[src/rtl/core/fdmm_pkg.sv]
// shared types, constants and helper functions for the frame difference motion mask core
package fdmm_pkg;

  // configuration port geometry
  localparam int CFG_IDX_W  = 3;
  localparam int CFG_DATA_W = 24;

  // configuration register indexes
  localparam logic [CFG_IDX_W-1:0] REG_DIFF_THR  = 3'd0;
  localparam logic [CFG_IDX_W-1:0] REG_LUMA_THR  = 3'd1;
  localparam logic [CFG_IDX_W-1:0] REG_TINT      = 3'd2;
  localparam logic [CFG_IDX_W-1:0] REG_MODE      = 3'd3;

  // register reset values
  localparam logic [7:0]  DIFF_THR_RST = 8'd31;
  localparam logic [7:0]  LUMA_THR_RST = 8'd95;
  localparam logic [23:0] TINT_RST     = 24'h00FF00;
  localparam logic [1:0]  MODE_RST     = 2'd3;

  // effect mode bits: bit 0 selects hard alpha, bit 1 selects tint color
  localparam int MODE_HARD_BIT  = 0;
  localparam int MODE_COLOR_BIT = 1;
  localparam logic [7:0] ALPHA_FULL = 8'd255;

  // floor(x / 3) = (x * ceil(2^19 / 3)) >> 19, exact for x below 2^19
  localparam logic [17:0] DIV3_MUL   = 18'd174763;
  localparam int          DIV3_SHIFT = 19;

  // pipeline depth of the square root unit
  localparam int SQRT_STG = 4;

  // side data that rides along with each pixel
  typedef struct packed {
    logic [23:0] cur;
    logic        luma_ok;
  } side_t;

  // one digit step of the restoring square root
  typedef struct packed {
    logic [8:0] rem;
    logic [7:0] root;
  } sqrt_st_t;

  function automatic sqrt_st_t sqrt_step(input sqrt_st_t st, input logic [1:0] pair);
    logic [10:0] rem_sh;
    logic [10:0] trial;
    sqrt_st_t    res;
    rem_sh = {st.rem, pair};
    trial  = {1'b0, st.root, 2'b01};
    if (rem_sh >= trial) begin
      res.rem  = 9'(rem_sh - trial);
      res.root = {st.root[6:0], 1'b1};
    end else begin
      res.rem  = rem_sh[8:0];
      res.root = {st.root[6:0], 1'b0};
    end
    return res;
  endfunction

  // absolute difference of two channels
  function automatic logic [7:0] abs_diff(input logic [7:0] a, input logic [7:0] b);
    return (a > b) ? 8'(a - b) : 8'(b - a);
  endfunction

endpackage

[src/rtl/core/fdmm_stream_if.sv]
// valid/ready stream interfaces for the pixel pair input and the mask result
interface fdmm_in_if;
  logic        valid;
  logic        ready;
  logic [23:0] prev_pixel;
  logic [23:0] cur_pixel;

  modport source (output valid, output prev_pixel, output cur_pixel, input ready);
  modport sink   (input valid, input prev_pixel, input cur_pixel, output ready);
endinterface

interface fdmm_out_if;
  logic       valid;
  logic       ready;
  logic [7:0] out_red;
  logic [7:0] out_green;
  logic [7:0] out_blue;
  logic [7:0] out_alpha;

  modport source (output valid, output out_red, output out_green, output out_blue,
                  output out_alpha, input ready);
  modport sink   (input valid, input out_red, input out_green, input out_blue,
                  input out_alpha, output ready);
endinterface

[src/rtl/core/fdmm_isqrt_pipe.sv]
// pipelined 16-bit integer square root, two result bits per stage
module fdmm_isqrt_pipe import fdmm_pkg::*; (
  input  logic                clk,
  input  logic [SQRT_STG-1:0] stg_en,
  input  logic [15:0]         val_in,
  output logic [7:0]          root_out
);

  sqrt_st_t    st_r  [SQRT_STG];
  logic [15:0] val_r [SQRT_STG];

  for (genvar j = 0; j < SQRT_STG; j++) begin : g_stg
    localparam int P_HI = 7 - 2 * j;
    localparam int P_LO = 6 - 2 * j;
    sqrt_st_t    st_in;
    logic [15:0] v_in;
    sqrt_st_t    st_mid;
    sqrt_st_t    st_nxt;

    // stage input: first stage starts from zero
    if (j == 0) begin : g_first
      assign st_in = '0;
      assign v_in  = val_in;
    end else begin : g_rest
      assign st_in = st_r[j-1];
      assign v_in  = val_r[j-1];
    end

    // two digit steps per stage
    always_comb begin
      st_mid = sqrt_step(st_in, v_in[2*P_HI+1 -: 2]);
      st_nxt = sqrt_step(st_mid, v_in[2*P_LO+1 -: 2]);
    end

    always_ff @(posedge clk) begin
      if (stg_en[j]) begin
        st_r[j]  <= st_nxt;
        val_r[j] <= v_in;
      end
    end
  end

  assign root_out = st_r[SQRT_STG-1].root;

endmodule

[src/rtl/core/frame_diff_motion_mask_core.sv]
// top level of the frame difference motion mask core
//
//   channel   dir  handshake        payload
//   in_ch     in   valid / ready    prev_pixel[23:0], cur_pixel[23:0]
//   out_ch    out  valid / ready    out_red, out_green, out_blue, out_alpha [7:0]
//   cfg_*     in   cfg_we only      cfg_index[2:0], cfg_wdata[23:0]
//
// one beat per clock sustained while out_ch.ready stays high, through a nine-stage pipeline
// (difference, squares, sum, divide by three, four square root stages, output)
// each stage holds its beat while the next is full and stalled; empty stages fill
// so bubbles collapse and in_ch.ready follows out_ch.ready through the chain
// rst_n is synchronous, clears the valid bits and loads the register defaults
module frame_diff_motion_mask_core import fdmm_pkg::*; (
  input  logic                  clk,
  input  logic                  rst_n,
  fdmm_in_if.sink               in_ch,
  fdmm_out_if.source            out_ch,
  input  logic                  cfg_we,
  input  logic [CFG_IDX_W-1:0]  cfg_index,
  input  logic [CFG_DATA_W-1:0] cfg_wdata
);

  localparam int NS       = 9;
  localparam int S_DIFF   = 0;
  localparam int S_SQ     = 1;
  localparam int S_SUM    = 2;
  localparam int S_DIV    = 3;
  localparam int S_ROOT0  = 4;
  localparam int S_OUT    = S_ROOT0 + SQRT_STG;

  // configuration registers
  logic [7:0]  diff_thr_r;
  logic [7:0]  luma_thr_r;
  logic [23:0] tint_r;
  logic [1:0]  mode_r;

  always_ff @(posedge clk) begin
    if (!rst_n) begin
      diff_thr_r <= DIFF_THR_RST;
      luma_thr_r <= LUMA_THR_RST;
      tint_r     <= TINT_RST;
      mode_r     <= MODE_RST;
    end else if (cfg_we) begin
      case (cfg_index)
        REG_DIFF_THR: diff_thr_r <= cfg_wdata[7:0];
        REG_LUMA_THR: luma_thr_r <= cfg_wdata[7:0];
        REG_TINT:     tint_r     <= cfg_wdata[23:0];
        REG_MODE:     mode_r     <= cfg_wdata[1:0];
        default: ;
      endcase
    end
  end

  // stage valid bits and advance chain
  logic [NS-1:0] v_r;
  logic [NS-1:0] v_nxt;
  logic [NS-1:0] adv;

  always_comb begin
    adv[NS-1] = !v_r[NS-1] || out_ch.ready;
    for (int i = NS - 2; i >= 0; i--) begin
      adv[i] = !v_r[i] || adv[i+1];
    end
  end

  always_comb begin
    v_nxt = v_r;
    for (int i = 0; i < NS; i++) begin
      if (adv[i]) begin
        v_nxt[i] = (i == 0) ? in_ch.valid : v_r[(i == 0) ? 0 : i - 1];
      end
    end
  end

  always_ff @(posedge clk) begin
    if (!rst_n) begin
      v_r <= '0;
    end else begin
      v_r <= v_nxt;
    end
  end

  assign in_ch.ready = adv[0];

  // side data carried beside the arithmetic
  side_t side_r [S_OUT];
  side_t side_nxt;
  logic [12:0] gray_sum;
  logic [7:0]  gray;

  always_comb begin
    gray_sum = 13'd11 * 13'(in_ch.cur_pixel[23:16])
             + 13'd16 * 13'(in_ch.cur_pixel[15:8])
             + 13'd5  * 13'(in_ch.cur_pixel[7:0]);
    gray     = gray_sum[12:5];
    side_nxt.cur     = in_ch.cur_pixel;
    side_nxt.luma_ok = !(gray < luma_thr_r);
  end

  always_ff @(posedge clk) begin
    if (adv[0]) begin
      side_r[0] <= side_nxt;
    end
  end

  for (genvar i = 1; i < S_OUT; i++) begin : g_side
    always_ff @(posedge clk) begin
      if (adv[i]) begin
        side_r[i] <= side_r[i-1];
      end
    end
  end

  // stage 0: channel differences
  logic [7:0] dr_r, dg_r, db_r;

  always_ff @(posedge clk) begin
    if (adv[S_DIFF]) begin
      dr_r <= abs_diff(in_ch.prev_pixel[23:16], in_ch.cur_pixel[23:16]);
      dg_r <= abs_diff(in_ch.prev_pixel[15:8],  in_ch.cur_pixel[15:8]);
      db_r <= abs_diff(in_ch.prev_pixel[7:0],   in_ch.cur_pixel[7:0]);
    end
  end

  // stage 1: squares
  logic [15:0] sr_r, sg_r, sb_r;

  always_ff @(posedge clk) begin
    if (adv[S_SQ]) begin
      sr_r <= 16'(dr_r) * 16'(dr_r);
      sg_r <= 16'(dg_r) * 16'(dg_r);
      sb_r <= 16'(db_r) * 16'(db_r);
    end
  end

  // stage 2: sum of squares
  logic [17:0] sum_r;

  always_ff @(posedge clk) begin
    if (adv[S_SUM]) begin
      sum_r <= 18'(sr_r) + 18'(sg_r) + 18'(sb_r);
    end
  end

  // stage 3: divide by three through the reciprocal
  logic [35:0] div_prod;
  logic [15:0] quot_r;

  assign div_prod = 36'(sum_r) * 36'(DIV3_MUL);

  always_ff @(posedge clk) begin
    if (adv[S_DIV]) begin
      quot_r <= div_prod[DIV3_SHIFT+15:DIV3_SHIFT];
    end
  end

  // stages 4 to 7: square root
  logic [7:0] rms;

  fdmm_isqrt_pipe u_isqrt (
    .clk      (clk),
    .stg_en   (adv[S_OUT-1:S_ROOT0]),
    .val_in   (quot_r),
    .root_out (rms)
  );

  // stage 8: alpha decision and color select
  side_t      side_last;
  logic [7:0] alpha_nxt;
  logic [23:0] rgb_nxt;
  logic [7:0] alpha_r;
  logic [23:0] rgb_r;

  assign side_last = side_r[S_OUT-1];

  always_comb begin
    if (!side_last.luma_ok || rms < diff_thr_r) begin
      alpha_nxt = '0;
    end else if (mode_r[MODE_HARD_BIT]) begin
      alpha_nxt = ALPHA_FULL;
    end else begin
      alpha_nxt = rms;
    end
    rgb_nxt = mode_r[MODE_COLOR_BIT] ? tint_r : side_last.cur;
  end

  always_ff @(posedge clk) begin
    if (adv[S_OUT]) begin
      alpha_r <= alpha_nxt;
      rgb_r   <= rgb_nxt;
    end
  end

  assign out_ch.valid     = v_r[S_OUT];
  assign out_ch.out_red   = rgb_r[23:16];
  assign out_ch.out_green = rgb_r[15:8];
  assign out_ch.out_blue  = rgb_r[7:0];
  assign out_ch.out_alpha = alpha_r;

  // a refused input beat means the first stage is full
  a_ready_full: assert property (@(posedge clk) disable iff (!rst_n)
    !in_ch.ready |-> v_r[S_DIFF])
    else $error("input refused while first stage is empty");

  // an accepted beat occupies the first stage next cycle
  a_accept_fill: assert property (@(posedge clk) disable iff (!rst_n)
    in_ch.valid && in_ch.ready |=> v_r[S_DIFF])
    else $error("accepted beat did not enter the pipeline");

  // hard modes give only zero or full alpha
  a_hard_alpha: assert property (@(posedge clk) disable iff (!rst_n)
    out_ch.valid && mode_r[MODE_HARD_BIT] && out_ch.out_alpha != 8'd0
      |-> out_ch.out_alpha == ALPHA_FULL)
    else $error("hard mode alpha is neither zero nor full");

  // soft mode alpha never falls below the difference threshold unless zero
  a_soft_alpha: assert property (@(posedge clk) disable iff (!rst_n)
    out_ch.valid && !mode_r[MODE_HARD_BIT] && out_ch.out_alpha != 8'd0
      |-> out_ch.out_alpha >= diff_thr_r)
    else $error("soft mode alpha below difference threshold");

  // a stalled output stage keeps its beat
  a_out_hold: assert property (@(posedge clk) disable iff (!rst_n)
    out_ch.valid && !out_ch.ready |=> out_ch.valid && $stable(alpha_r) && $stable(rgb_r))
    else $error("stalled result beat changed");

endmodule
[src/flat_wrapper.sv]
// flat-port wrapper written by rule: the top's interface ports become plain ports
module frame_diff_motion_mask_core_flat import fdmm_pkg::*;
  (clk, rst_n, cfg_we, cfg_index, cfg_wdata, in_ch_valid, in_ch_prev_pixel, in_ch_cur_pixel, in_ch_ready, out_ch_valid, out_ch_out_red, out_ch_out_green, out_ch_out_blue, out_ch_out_alpha, out_ch_ready);
  fdmm_in_if in_ch_i ();
  fdmm_out_if out_ch_i ();
  input  logic clk;
  input  logic rst_n;
  input  logic cfg_we;
  input  logic [CFG_IDX_W-1:0] cfg_index;
  input  logic [CFG_DATA_W-1:0] cfg_wdata;
  input wire logic [$bits(in_ch_i.valid)-1:0] in_ch_valid;
  input wire logic [$bits(in_ch_i.prev_pixel)-1:0] in_ch_prev_pixel;
  input wire logic [$bits(in_ch_i.cur_pixel)-1:0] in_ch_cur_pixel;
  output wire logic [$bits(in_ch_i.ready)-1:0] in_ch_ready;
  output wire logic [$bits(out_ch_i.valid)-1:0] out_ch_valid;
  output wire logic [$bits(out_ch_i.out_red)-1:0] out_ch_out_red;
  output wire logic [$bits(out_ch_i.out_green)-1:0] out_ch_out_green;
  output wire logic [$bits(out_ch_i.out_blue)-1:0] out_ch_out_blue;
  output wire logic [$bits(out_ch_i.out_alpha)-1:0] out_ch_out_alpha;
  input wire logic [$bits(out_ch_i.ready)-1:0] out_ch_ready;
  assign in_ch_i.valid = in_ch_valid;
  assign in_ch_i.prev_pixel = in_ch_prev_pixel;
  assign in_ch_i.cur_pixel = in_ch_cur_pixel;
  assign in_ch_ready = in_ch_i.ready;
  assign out_ch_valid = out_ch_i.valid;
  assign out_ch_out_red = out_ch_i.out_red;
  assign out_ch_out_green = out_ch_i.out_green;
  assign out_ch_out_blue = out_ch_i.out_blue;
  assign out_ch_out_alpha = out_ch_i.out_alpha;
  assign out_ch_i.ready = out_ch_ready;
  frame_diff_motion_mask_core u_core (.clk(clk), .rst_n(rst_n), .in_ch(in_ch_i), .out_ch(out_ch_i), .cfg_we(cfg_we), .cfg_index(cfg_index), .cfg_wdata(cfg_wdata));
endmodule
[config.mk]
export PLATFORM = sky130hd
export DESIGN_NAME = frame_diff_motion_mask_core_flat
export DESIGN_NICKNAME = d
export VERILOG_FILES = /design/src/rtl/core/fdmm_pkg.sv /design/src/rtl/core/fdmm_stream_if.sv /design/src/rtl/core/fdmm_isqrt_pipe.sv /design/src/rtl/core/frame_diff_motion_mask_core.sv /design/src/flat_wrapper.sv
export SDC_FILE = /design/constraint.sdc
export NUM_CORES = 1
export LEC_CHECK = 0
export ABC_AREA = 1
export BUFFER_PORTS_ARGS = -buffer_cell sky130_fd_sc_hd__buf_2
export CAP_MARGIN = 30
export CORE_MARGIN = 1.5
export CORE_UTILIZATION = 42
export CTS_BUF_LIST = sky130_fd_sc_hd__clkbuf_16
export DETAILED_ROUTE_END_ITERATION = 12
export GPL_ROUTABILITY_DRIVEN = 0
export HOLD_SLACK_MARGIN = 0.06
export MAX_ROUTING_LAYER = met4
export PLACE_DENSITY_LB_ADDON = 0.12
export SYNTH_ARGS = -nofsm -noshare
export SYNTH_HDL_FRONTEND = slang
export SYNTH_SLANG_ARGS = --single-unit
export TNS_END_PERCENT = 100
[constraint.sdc]
create_clock -name clk -period 19.8 [get_ports clk]
set_input_delay 0.99 -clock clk [delete_from_list [all_inputs] [get_ports clk]]
set_output_delay 0.99 -clock clk [all_outputs]
set_load 0.01 [all_outputs]
==> impl_results.md, run 1 <==
* Status: complete, no violations
* Overall routing resource usage at 19.3%
* TritonCTS Buffers at 51
* Row count at 101
* Final worst slack at 14.28 ns
* Most common cell after layout, fill and taps aside: inv_1
* Fin area at 36000 µm²
* CP max FO at 6
* Post-synth EDFFs at 404
* First-pass GRT wire length at 117000 µm
* Number of synthesized register bits at 455
* Final hold slack at 0.381 ns
* R2r worst-path depth at 19
* DRC errors left at 0
* WL/cell at 16.5 µm
* Seq/Total Area, Yosys at 40.5%
* Slew Viols, Final at 0
* Hold Crit Start: u_core.side_r[1][35]
* Resize count post-CTS at 0
* Grt ovf at 0
* R2R Path End: u_core.quot_r[15]
* R2r setup slk at 14.28 ns
* Clock transition at path regs at 0.06 ns
* Worst Setup Start Kind: flip-flop
* Final Hold Fails at 0
* Final WL at 72000 µm
* Slew HR at 39.4%
* HPWL after DPL at 57900 µm
* CP Cell Sequence: ha_1 > fa_1 > inv_1 > fa_1 > inv_1 > fa_1 > inv_1 > fa_1 > fa_1 > inv_1 > ha_1 > nand2_1 > nor2_1 > inv_1 > nor3_1 > nand3_1 > nand3_1 > a21oi_1 > xor2_1
* Data required time of the critical path at 20.14 ns
* Setup TNS at 0 ns
* Vias in the first global route at 22200
* Commonest non-fill, non-tap cells in the layout: 661 x inv_1, 444 x nand2_1, 404 x edfxtp_1
* Final Setup Violations at 0
* Post-synth cell types at 58
* Drt pass-1 iters at 5
* Tcrit/Tclk final at 27.9%
* Critical R2R Launch: u_core.sum_r[5]
* Ant diodes at 0
* Root Driver: clkbuf_16
* Syn avg cell area at 10.3 µm²
* Max Cap Viol at 0
* PortBufs at 113
* Core footprint at 76200 µm²
* Critical path class: reg -> reg
* Die width at 281 µm
* Placed cell areas at 34200 µm²
* Via density per instance at 4.90
* Detail Route Antenna Nets at 0
* Post-CTS Setup Bufs at 0
* Initial Utilization at 42.6%
* FFs w/ async S/R, synth at 0%
* Cells after Synth at 3157
* Clk_lat worst skew at 0.63 ns
* Clock buffer depth at 3
* WP data arrival at 5.86 ns
* Fin crit period at 5.52 ns
* Place WS at 14.17 ns
* H-tree Lvls at 2
* # IOs at 114
* CTS Sinks at 455
* Slowest stage cell on the critical path: fa_1
* Cell depth of the worst hold path at 0
* Share of cells above drive strength 1 at 8.84%
* Ys Warns at 0
* Final #Nets at 3978
* Largest net degree at the start of global routing at 59
* Slew @ Worst Pin at 0.908 ns
* RSZ-0062 raised after global routing: false
* Most used DFF post-synth: edfxtp_1
* Synth-to-Final Area Change at 10.8%
* Final Skew at 0.0503 ns
* Area of the die at 79000 µm²
* Die height at 281 µm
* # hold bufs at CTS at 0
* Number of antenna violations at the first check in global routing at 3
* 1st-iter DRT viols at 1214
* Hold EP: u_core.side_r[1][60]
* Max Freq at 0.181 GHz
* CTS tree: yes
* CP endpoint kind: flip-flop
* CP peak stage delay at 0.55 ns
* Mapped Area at 32500 µm²
* Vias at 21300
* Worst hold path type: reg -> reg
==> synth_stat cells (all sizes together) (14+ instances only) <==
| cell type | instances | area [µm²] |
|---|---|---|
| nor3 | 15 | 85.1 |
| fa | 214 | 4280 |
| a21oi | 193 | 981 |
| nand3 | 86 | 473 |
| xnor2 | 38 | 333 |
| o21ai | 143 | 727 |
| nand2 | 458 | 1760 |
| xor2 | 113 | 990 |
| nand4 | 22 | 159 |
| o21bai | 14 | 105 |
| inv | 665 | 2500 |
| ha | 401 | 5020 |
| mux2 | 31 | 349 |
| clkbuf | 46 | 176 |
| dfxtp | 51 | 1020 |
| nor2 | 174 | 738 |
| edfxtp | 404 | 12100 |
==> stage by stage <==
stage	utilization [%]	std cells
2_1_floorplan	-	3158
3_3_place_gp	44.9	4258
3_5_place_dp	44.9	4260
4_1_cts	47.2	4354
5_1_grt	47.2	4354
6_report	47.2	4354
==> layer usage <==
layer / routed length (µm) / vias up / GRT usage, %
li1: - / 10600 / -
met1: 33200 / 10300 / 25.1
met3: 2730 / 80 / 2.37
met2: 34800 / 391 / 32.2
met4: 1320 / 0 / 4.16
met5: 0 / - / -
==> cells by family after synthesis <==
group / after synthesis / share of synthesized area [%]
AND/OR/NAND/NOR: 775 / 10.3
buffers and inverters: 720 / 8.38
adder cells (fa/ha/maj): 615 / 28.6
flip-flops: 455 / 40.5
AO/OA/AOI/OAI: 407 / 6.92
XOR/XNOR: 151 / 4.07
multiplexers: 33 / 1.14
other: 1 / 0.0115
==> critical path, delay by kind of cell (launching register included) <==
family | cells | cell delay, ns
AO/OA/AOI/OAI | 1 | 0.11
AND/OR/NAND/NOR | 5 | 0.85
buffers and inverters | 5 | 0.28
adder cells (fa/ha/maj) | 7 | 3.36
flip-flops | 1 | 0.52
XOR/XNOR | 1 | 0.15
==> worst max path at each step <==
stage / startpoint / slack [ns] / depth (start not counted) / to
global placement: in_ch_cur_pixel[3] / 14.29 / 21 / u_core.side_r[0][0]
CTS: u_core.sum_r[5] / 14.33 / 19 / u_core.quot_r[15]
floorplan: out_ch_ready / 12.48 / 10 / in_ch_ready
detailed placement: in_ch_cur_pixel[3] / 14.17 / 21 / u_core.side_r[0][0]
finish: u_core.sum_r[5] / 14.28 / 19 / u_core.quot_r[15]
global route: u_core.sum_r[1] / 14.04 / 20 / u_core.quot_r[15]
==> flip-flops by register name (all words and copies together), names as in the netlist <==
name                     cells
u_core.db_r                  8
u_core.dg_r                  8
u_core.diff_thr_r            8
u_core.dr_r                  8
u_core.luma_thr_r            8
u_core.mode_r                2
u_core.out_ch.out_alpha      8
u_core.quot_r               16
u_core.rgb_r                24
u_core.sb_r                 15
u_core.sg_r                 15
u_core.side_r              200
u_core.sr_r                 15
u_core.sum_r                18
u_core.tint_r               24
u_core.u_isqrt.st_r         45
u_core.u_isqrt.val_r        24
u_core.v_r                   9
==> layout make-up <==
class / count / area, µm²
Clock buffer: 51 / 1280
Clock inverter: 43 / 472
Fill cell: 7069 / 40200
Inverter: 666 / 2500
Multi-Input combinational cell: 1983 / 16600
Sequential cell: 455 / 13200
Tap cell: 1030 / 1290
Timing Repair Buffer: 126 / 661
Power of run 1 is not shown: default switching activity piles up to over one toggle a cycle in this logic, so the estimate is an artifact.
==> inputs of run 2 (changes only) <==
==> constraint.sdc (replaced) <==
create_clock -name clk -period 5.5 [get_ports clk]
set_input_delay 0.275 -clock clk [delete_from_list [all_inputs] [get_ports clk]]
set_output_delay 0.275 -clock clk [all_outputs]
set_load 0.01 [all_outputs]
==> run 2 against run 1 <==
Net effect: register-to-register slack got worse by 14 ns; cell count rose by 1.5%; setup slack got worse by 14 ns; highest routed layer unchanged; clock skew fell by 0.0024 ns; design area rose by 1.6%; die area did not move; count of clock-buffer cells in the layout fell by 1; first-iteration DRC count fell by 11%; via count rose by 0.49%.
==> impl_results.md, run 2 (same netlist as run 1, synthesis figures left out) <==
* Placed cell areas at 34300 µm²
* PortBufs at 113
* Detail Route Antenna Nets at 0
* Vias in the first global route at 22100
* Final Skew at 0.0478 ns
* DRC errors left at 0
* CTS Sinks at 455
* 1st-iter DRT viols at 1075
* DP Cell Count at 4269
* Area of the die at 79000 µm²
* Drt pass-1 iters at 6
* Worst hold path type: in -> reg
* Clock buffer depth at 3
* Die width at 281 µm
* Place WS at 0.123 ns
* Max Cap Viol at 0
* Ant diodes at 0
* Final Setup Violations at 0
* H-tree Lvls at 2
* First-pass GRT wire length at 113000 µm
* CTS tree: yes
* WP data arrival at 5.57 ns
* Number of antenna violations at the first check in global routing at 0
* Most common cell after layout, fill and taps aside: inv_1
* Via density per instance at 4.85
* Fin area at 36500 µm²
* Overall routing resource usage at 18.4%
* Final WL at 69100 µm
* Worst Setup Start Kind: flip-flop
* CP endpoint kind: flip-flop
* Final worst slack at 0.259 ns
* Largest net degree at the start of global routing at 71
* Final #Nets at 4043
* TritonCTS Buffers at 50
* HPWL after DPL at 55000 µm
* Data required time of the critical path at 5.83 ns
* Core footprint at 76200 µm²
* Tcrit/Tclk final at 95.3%
* Initial Utilization at 42.6%
* Max Freq at 0.191 GHz
* Critical path class: reg -> reg
* WL/cell at 15.6 µm
* Row count at 101
* Fin cells at 4419
* # IOs at 114
* Status: complete, no violations
* Clock transition at path regs at 0.06 ns
* Vias at 21400
* Largest register FFs at 200
* R2r setup slk at 0.26 ns
* Slew @ Worst Pin at 0.917 ns
* Slew Viols, Final at 0
* CP max FO at 4
* Filler Cells Inserted at 7016
* Clk_lat worst skew at 0.62 ns
* Die height at 281 µm
* Slew HR at 38.8%
* Grt ovf at 0
* Root Driver: clkbuf_16
* Commonest non-fill, non-tap cells in the layout: 671 x inv_1, 442 x nand2_1, 404 x edfxtp_1
* Top reg by flops: u_core.side_r
* Final hold slack at 0.118 ns
* Largest registers: u_core.side_r: 200 flops, u_core.u_isqrt.st_r: 45 flops
* Share of cells above drive strength 1 at 9.21%
* Synth-to-Final Area Change at 12.5%
* Final Hold Fails at 0
* Fin crit period at 5.24 ns
[run 2: cell types whose count changed in the layout (fill, tap and decap cells not counted), sizes merged]
cell,previous run,this run
buf,126,140
bufinv,7,4
clkbuf,51,50
clkinv,28,23
dlygate4sd3,0,52
inv,672,680
[run 2: area by class of cell]
cell class | instances | area (µm²) | share of cell area (%)
clock buffer | 50 | 1250 | 3.42
clock inverter | 43 | 374 | 1.02
inverter | 666 | 2510 | 6.86
multi-input combinational | 1983 | 16700 | 45.7
sequential | 455 | 13200 | 36.0
tap | 1030 | 1290 | 3.53
timing repair buffer | 192 | 1290 | 3.53
[run 2: repair_timing]
item	CTS	global route
endpoints found under the hold margin	65	0
endpoints found under the setup margin	0	10
resized for setup	0	16
hold buffers	52	0
setup buffers	0	5
[run 2: metal layers]
metal / track usage [%] / wire [µm]
met3: 1.90 / 2100
met5: - / 0
met1: 22.9 / 31100
met4: 4.63 / 1570
met2: 32.1 / 34400
[run 2: path summary, 6_finish.rpt]
kind | from | end | cells past startpoint
worst min-delay path | in_ch_prev_pixel[8] | u_core.dg_r[0] | 3
worst max register to register | u_core.sum_r[3] | u_core.quot_r[13] | 19
worst min register to register | u_core.side_r[1][7] | u_core.side_r[1][32] | 0
worst max-delay path | u_core.sum_r[3] | u_core.quot_r[13] | 19
[run 2: critical path: stages, from the launching register on]
cell      delay [ns]
edfxtp_1        0.47
ha_2            0.42
xor2_1          0.26
ha_1            0.20
a21oi_1         0.07
fa_1            0.49
inv_1           0.05
fa_1            0.50
fa_1            0.55
inv_1           0.05
fa_1            0.53
inv_1           0.04
ha_1            0.34
a21oi_1         0.19
o21ai_0         0.15
a21oi_1         0.16
nand3_1         0.17
nand2_1         0.10
nand3_1         0.08
xor2_1          0.15
[run 2: stage by stage]
| step | setup TNS [ns] | utilization (%) |
|---|---|---|
| finish | 0 | 48.0 |
| detailed placement | 0 | 45.0 |
| global route | -0.0126 | 48.0 |
| global placement | 0 | 45.0 |
| floorplan | 0 | - |
| CTS | 0 | 47.8 |
Power of run 2 is left out for the same reason.
==> inputs of run 3 (changes only) <==
--- a/config.mk
+++ b/config.mk
@@ -8,6 +8,7 @@
 export ABC_AREA = 1
 export BUFFER_PORTS_ARGS = -buffer_cell sky130_fd_sc_hd__buf_2
 export CAP_MARGIN = 30
+export CORE_ASPECT_RATIO = 2
 export CORE_MARGIN = 1.5
 export CORE_UTILIZATION = 42
 export CTS_BUF_LIST = sky130_fd_sc_hd__clkbuf_16
@@ -18,5 +19,6 @@
 export PLACE_DENSITY_LB_ADDON = 0.12
 export SYNTH_ARGS = -nofsm -noshare
 export SYNTH_HDL_FRONTEND = slang
+export SYNTH_HIERARCHICAL = 1
 export SYNTH_SLANG_ARGS = --single-unit
 export TNS_END_PERCENT = 100
==> constraint.sdc (replaced) <==
create_clock -name clk -period 6 [get_ports clk]
set_input_delay 0.3 -clock clk [delete_from_list [all_inputs] [get_ports clk]]
set_output_delay 0.3 -clock clk [all_outputs]
set_load 0.01 [all_outputs]
==> run 3 against run 2 <==
Net effect: core utilization down 0.72 points; hold slack worse by 0.010 ns; clock skew down 0.00059 ns; wire length up 9.2%.
==> impl_results.md, run 3 <==
* Final Skew at 0.0473 ns
* Max Cap Viol at 0
* CP max FO at 7
* Area of the die at 79800 µm²
* Status: complete, no violations
* Fin cells at 4445
* Top reg by flops: u_core/side_r
* # IOs at 114
* Ys Warns at 6
* Largest registers: u_core/side_r: 200 flops, u_core/u_isqrt/st_r: 45 flops
* Post-synth top cells: 653 x inv_1, 510 x nand2_1, 404 x edfxtp_1
* Final Hold Fails at 0
* Final #Nets at 4080
* Worst Setup Start Kind: flip-flop
* Clock buffer depth at 3
* Via density per instance at 4.98
* H-tree Lvls at 2
* Worst hold path type: in -> reg
* Post-synth cell types at 59
* Root Driver: clkbuf_16
* Row count at 144
* First-pass GRT wire length at 122000 µm
* R2r setup slk at 0.46 ns
* Vias in the first global route at 24300
* Final WL at 75500 µm
* Max Freq at 0.181 GHz
* DRC errors left at 0
* Slew @ Worst Pin at 0.867 ns
* Cells after Synth at 3210
* Most used DFF post-synth: edfxtp_1
* PortBufs at 113
* Number of synthesized register bits at 455
* Clk_lat worst skew at 0.62 ns
* Share of cells above drive strength 1 at 8.71%
* Initial Utilization at 42.5%
* Most common cell after layout, fill and taps aside: inv_1
* Seq/Total Area, Yosys at 40.2%
* WP data arrival at 5.90 ns
* Commonest non-fill, non-tap cells in the layout: 660 x inv_1, 508 x nand2_1, 404 x edfxtp_1
* Post-CTS Setup Bufs at 0
* TritonCTS Buffers at 44
* Drt pass-1 iters at 5
* Data required time of the critical path at 6.37 ns
* HPWL after DPL at 62100 µm
* Number of antenna violations at the first check in global routing at 3
* Area leader, netlist: edfxtp_1
* Final Setup Violations at 0
* Grt ovf at 0
* RSZ-0062 raised after global routing: false
* 1st-iter DRT viols at 887
* Mapped Area at 32700 µm²
* Die height at 398 µm
* Tcrit/Tclk final at 92.3%
* Critical path class: reg -> reg
* Most common cell in the netlist: inv_1
* Setup TNS at 0 ns
* Largest register FFs at 200
* Vias at 22100
* CTS Sinks at 455
* Slew Viols, Final at 0
* Slew HR at 42.0%
* CP endpoint kind: flip-flop
* Clock transition at path regs at 0.07 ns
* FFs w/ async S/R, synth at 0%
* Overall routing resource usage at 20.1%
* Core footprint at 77100 µm²
* Die width at 200 µm
* CTS tree: yes
* WL/cell at 17.0 µm
* DP Cell Count at 4308
* Fin crit period at 5.54 ns
* Dominant cells by area after synthesis: edfxtp_1 37%, ha_1 15%, fa_1 14%
* Synth-to-Final Area Change at 11.2%
* Syn avg cell area at 10.2 µm²
* Post-synth EDFFs at 404
* Largest net degree at the start of global routing at 47
* Detail Route Antenna Nets at 0
* Top-area cell type share of the netlist area at 37.0%
## run 3: cells by family (layout without fill, tap and decap cells)
kind of cell / count (synthesis) / after routing / synth area share [%]
AO/OA/AOI/OAI: 351 / 351 / 6.01
XOR/XNOR: 131 / 131 / 3.50
adder cells (fa/ha/maj): 616 / 616 / 28.8
buffers and inverters: 713 / 921 / 8.37
flip-flops: 455 / 455 / 40.2
multiplexers: 29 / 29 / 0.990
other: 1 / 6 / 0.0115
AND/OR/NAND/NOR: 914 / 914 / 12.2
## run 3: per-layer routing
layer	vias to the layer above	GRT usage (%)	wire length (µm)
met5	-	-	0
met4	0	11.5	4930
met3	245	2.11	2160
met2	493	40.1	42900
met1	10700	18.1	25500
li1	10800	-	-
## run 3: final cells by class
type	instances	area, µm²
diodes	3	7.51
clock buffers	44	1100
clock inverters	38	333
fillers	7279	40700
inverters	661	2480
multi-input cells	2044	16900
flip-flops and latches	455	13200
well taps	1022	1280
repair buffers	178	1200
## run 3: path summary, 6_finish.rpt
path	startpoint	to	depth (start not counted)
worst max-delay path	u_core/sum_r[1]	u_core/quot_r[1]	17
worst min-delay path	cfg_index[0]	u_core/mode_r[0]	5
worst max register to register	u_core/sum_r[1]	u_core/quot_r[1]	17
worst min register to register	u_core/u_isqrt/val_r[1][1]	u_core/u_isqrt/val_r[2][1]	0
## run 3: critical path, cell delays in order (launching register included)
cell and delay (ns):
edfxtp_1 0.53, ha_1 0.42, xor2_1 0.21, ha_1 0.20, a21oi_1 0.31, fa_1 0.50
fa_1 0.51, fa_1 0.42, fa_1 0.48, inv_1 0.04, ha_1 0.37, nand2_1 0.12
nor2_1 0.28, inv_1 0.15, nor2_1 0.21, nor2_1 0.07, nand2_1 0.16, xor2_1 0.31
## run 3: stage by stage
stage	util, %	hold slack (ns)	worst slack [ns]	instance area [µm²]
finish	47.2	0.107	0.464	36400
global route	47.2	0.121	0.335	36400
CTS	47.2	0.0632	0.591	36400
detailed placement	44.7	0.405	0.579	34500
global placement	44.7	0.401	0.654	34400
floorplan	-	0.399	1.15	32800
## run 3: repair_timing
item	4_1_cts	5_1_grt
gates resized for setup	0	0
endpoints found under the setup margin	0	0
hold buffers	51	0
hold endpoints to repair	66	0
Power of run 3 is left out for the same reason.
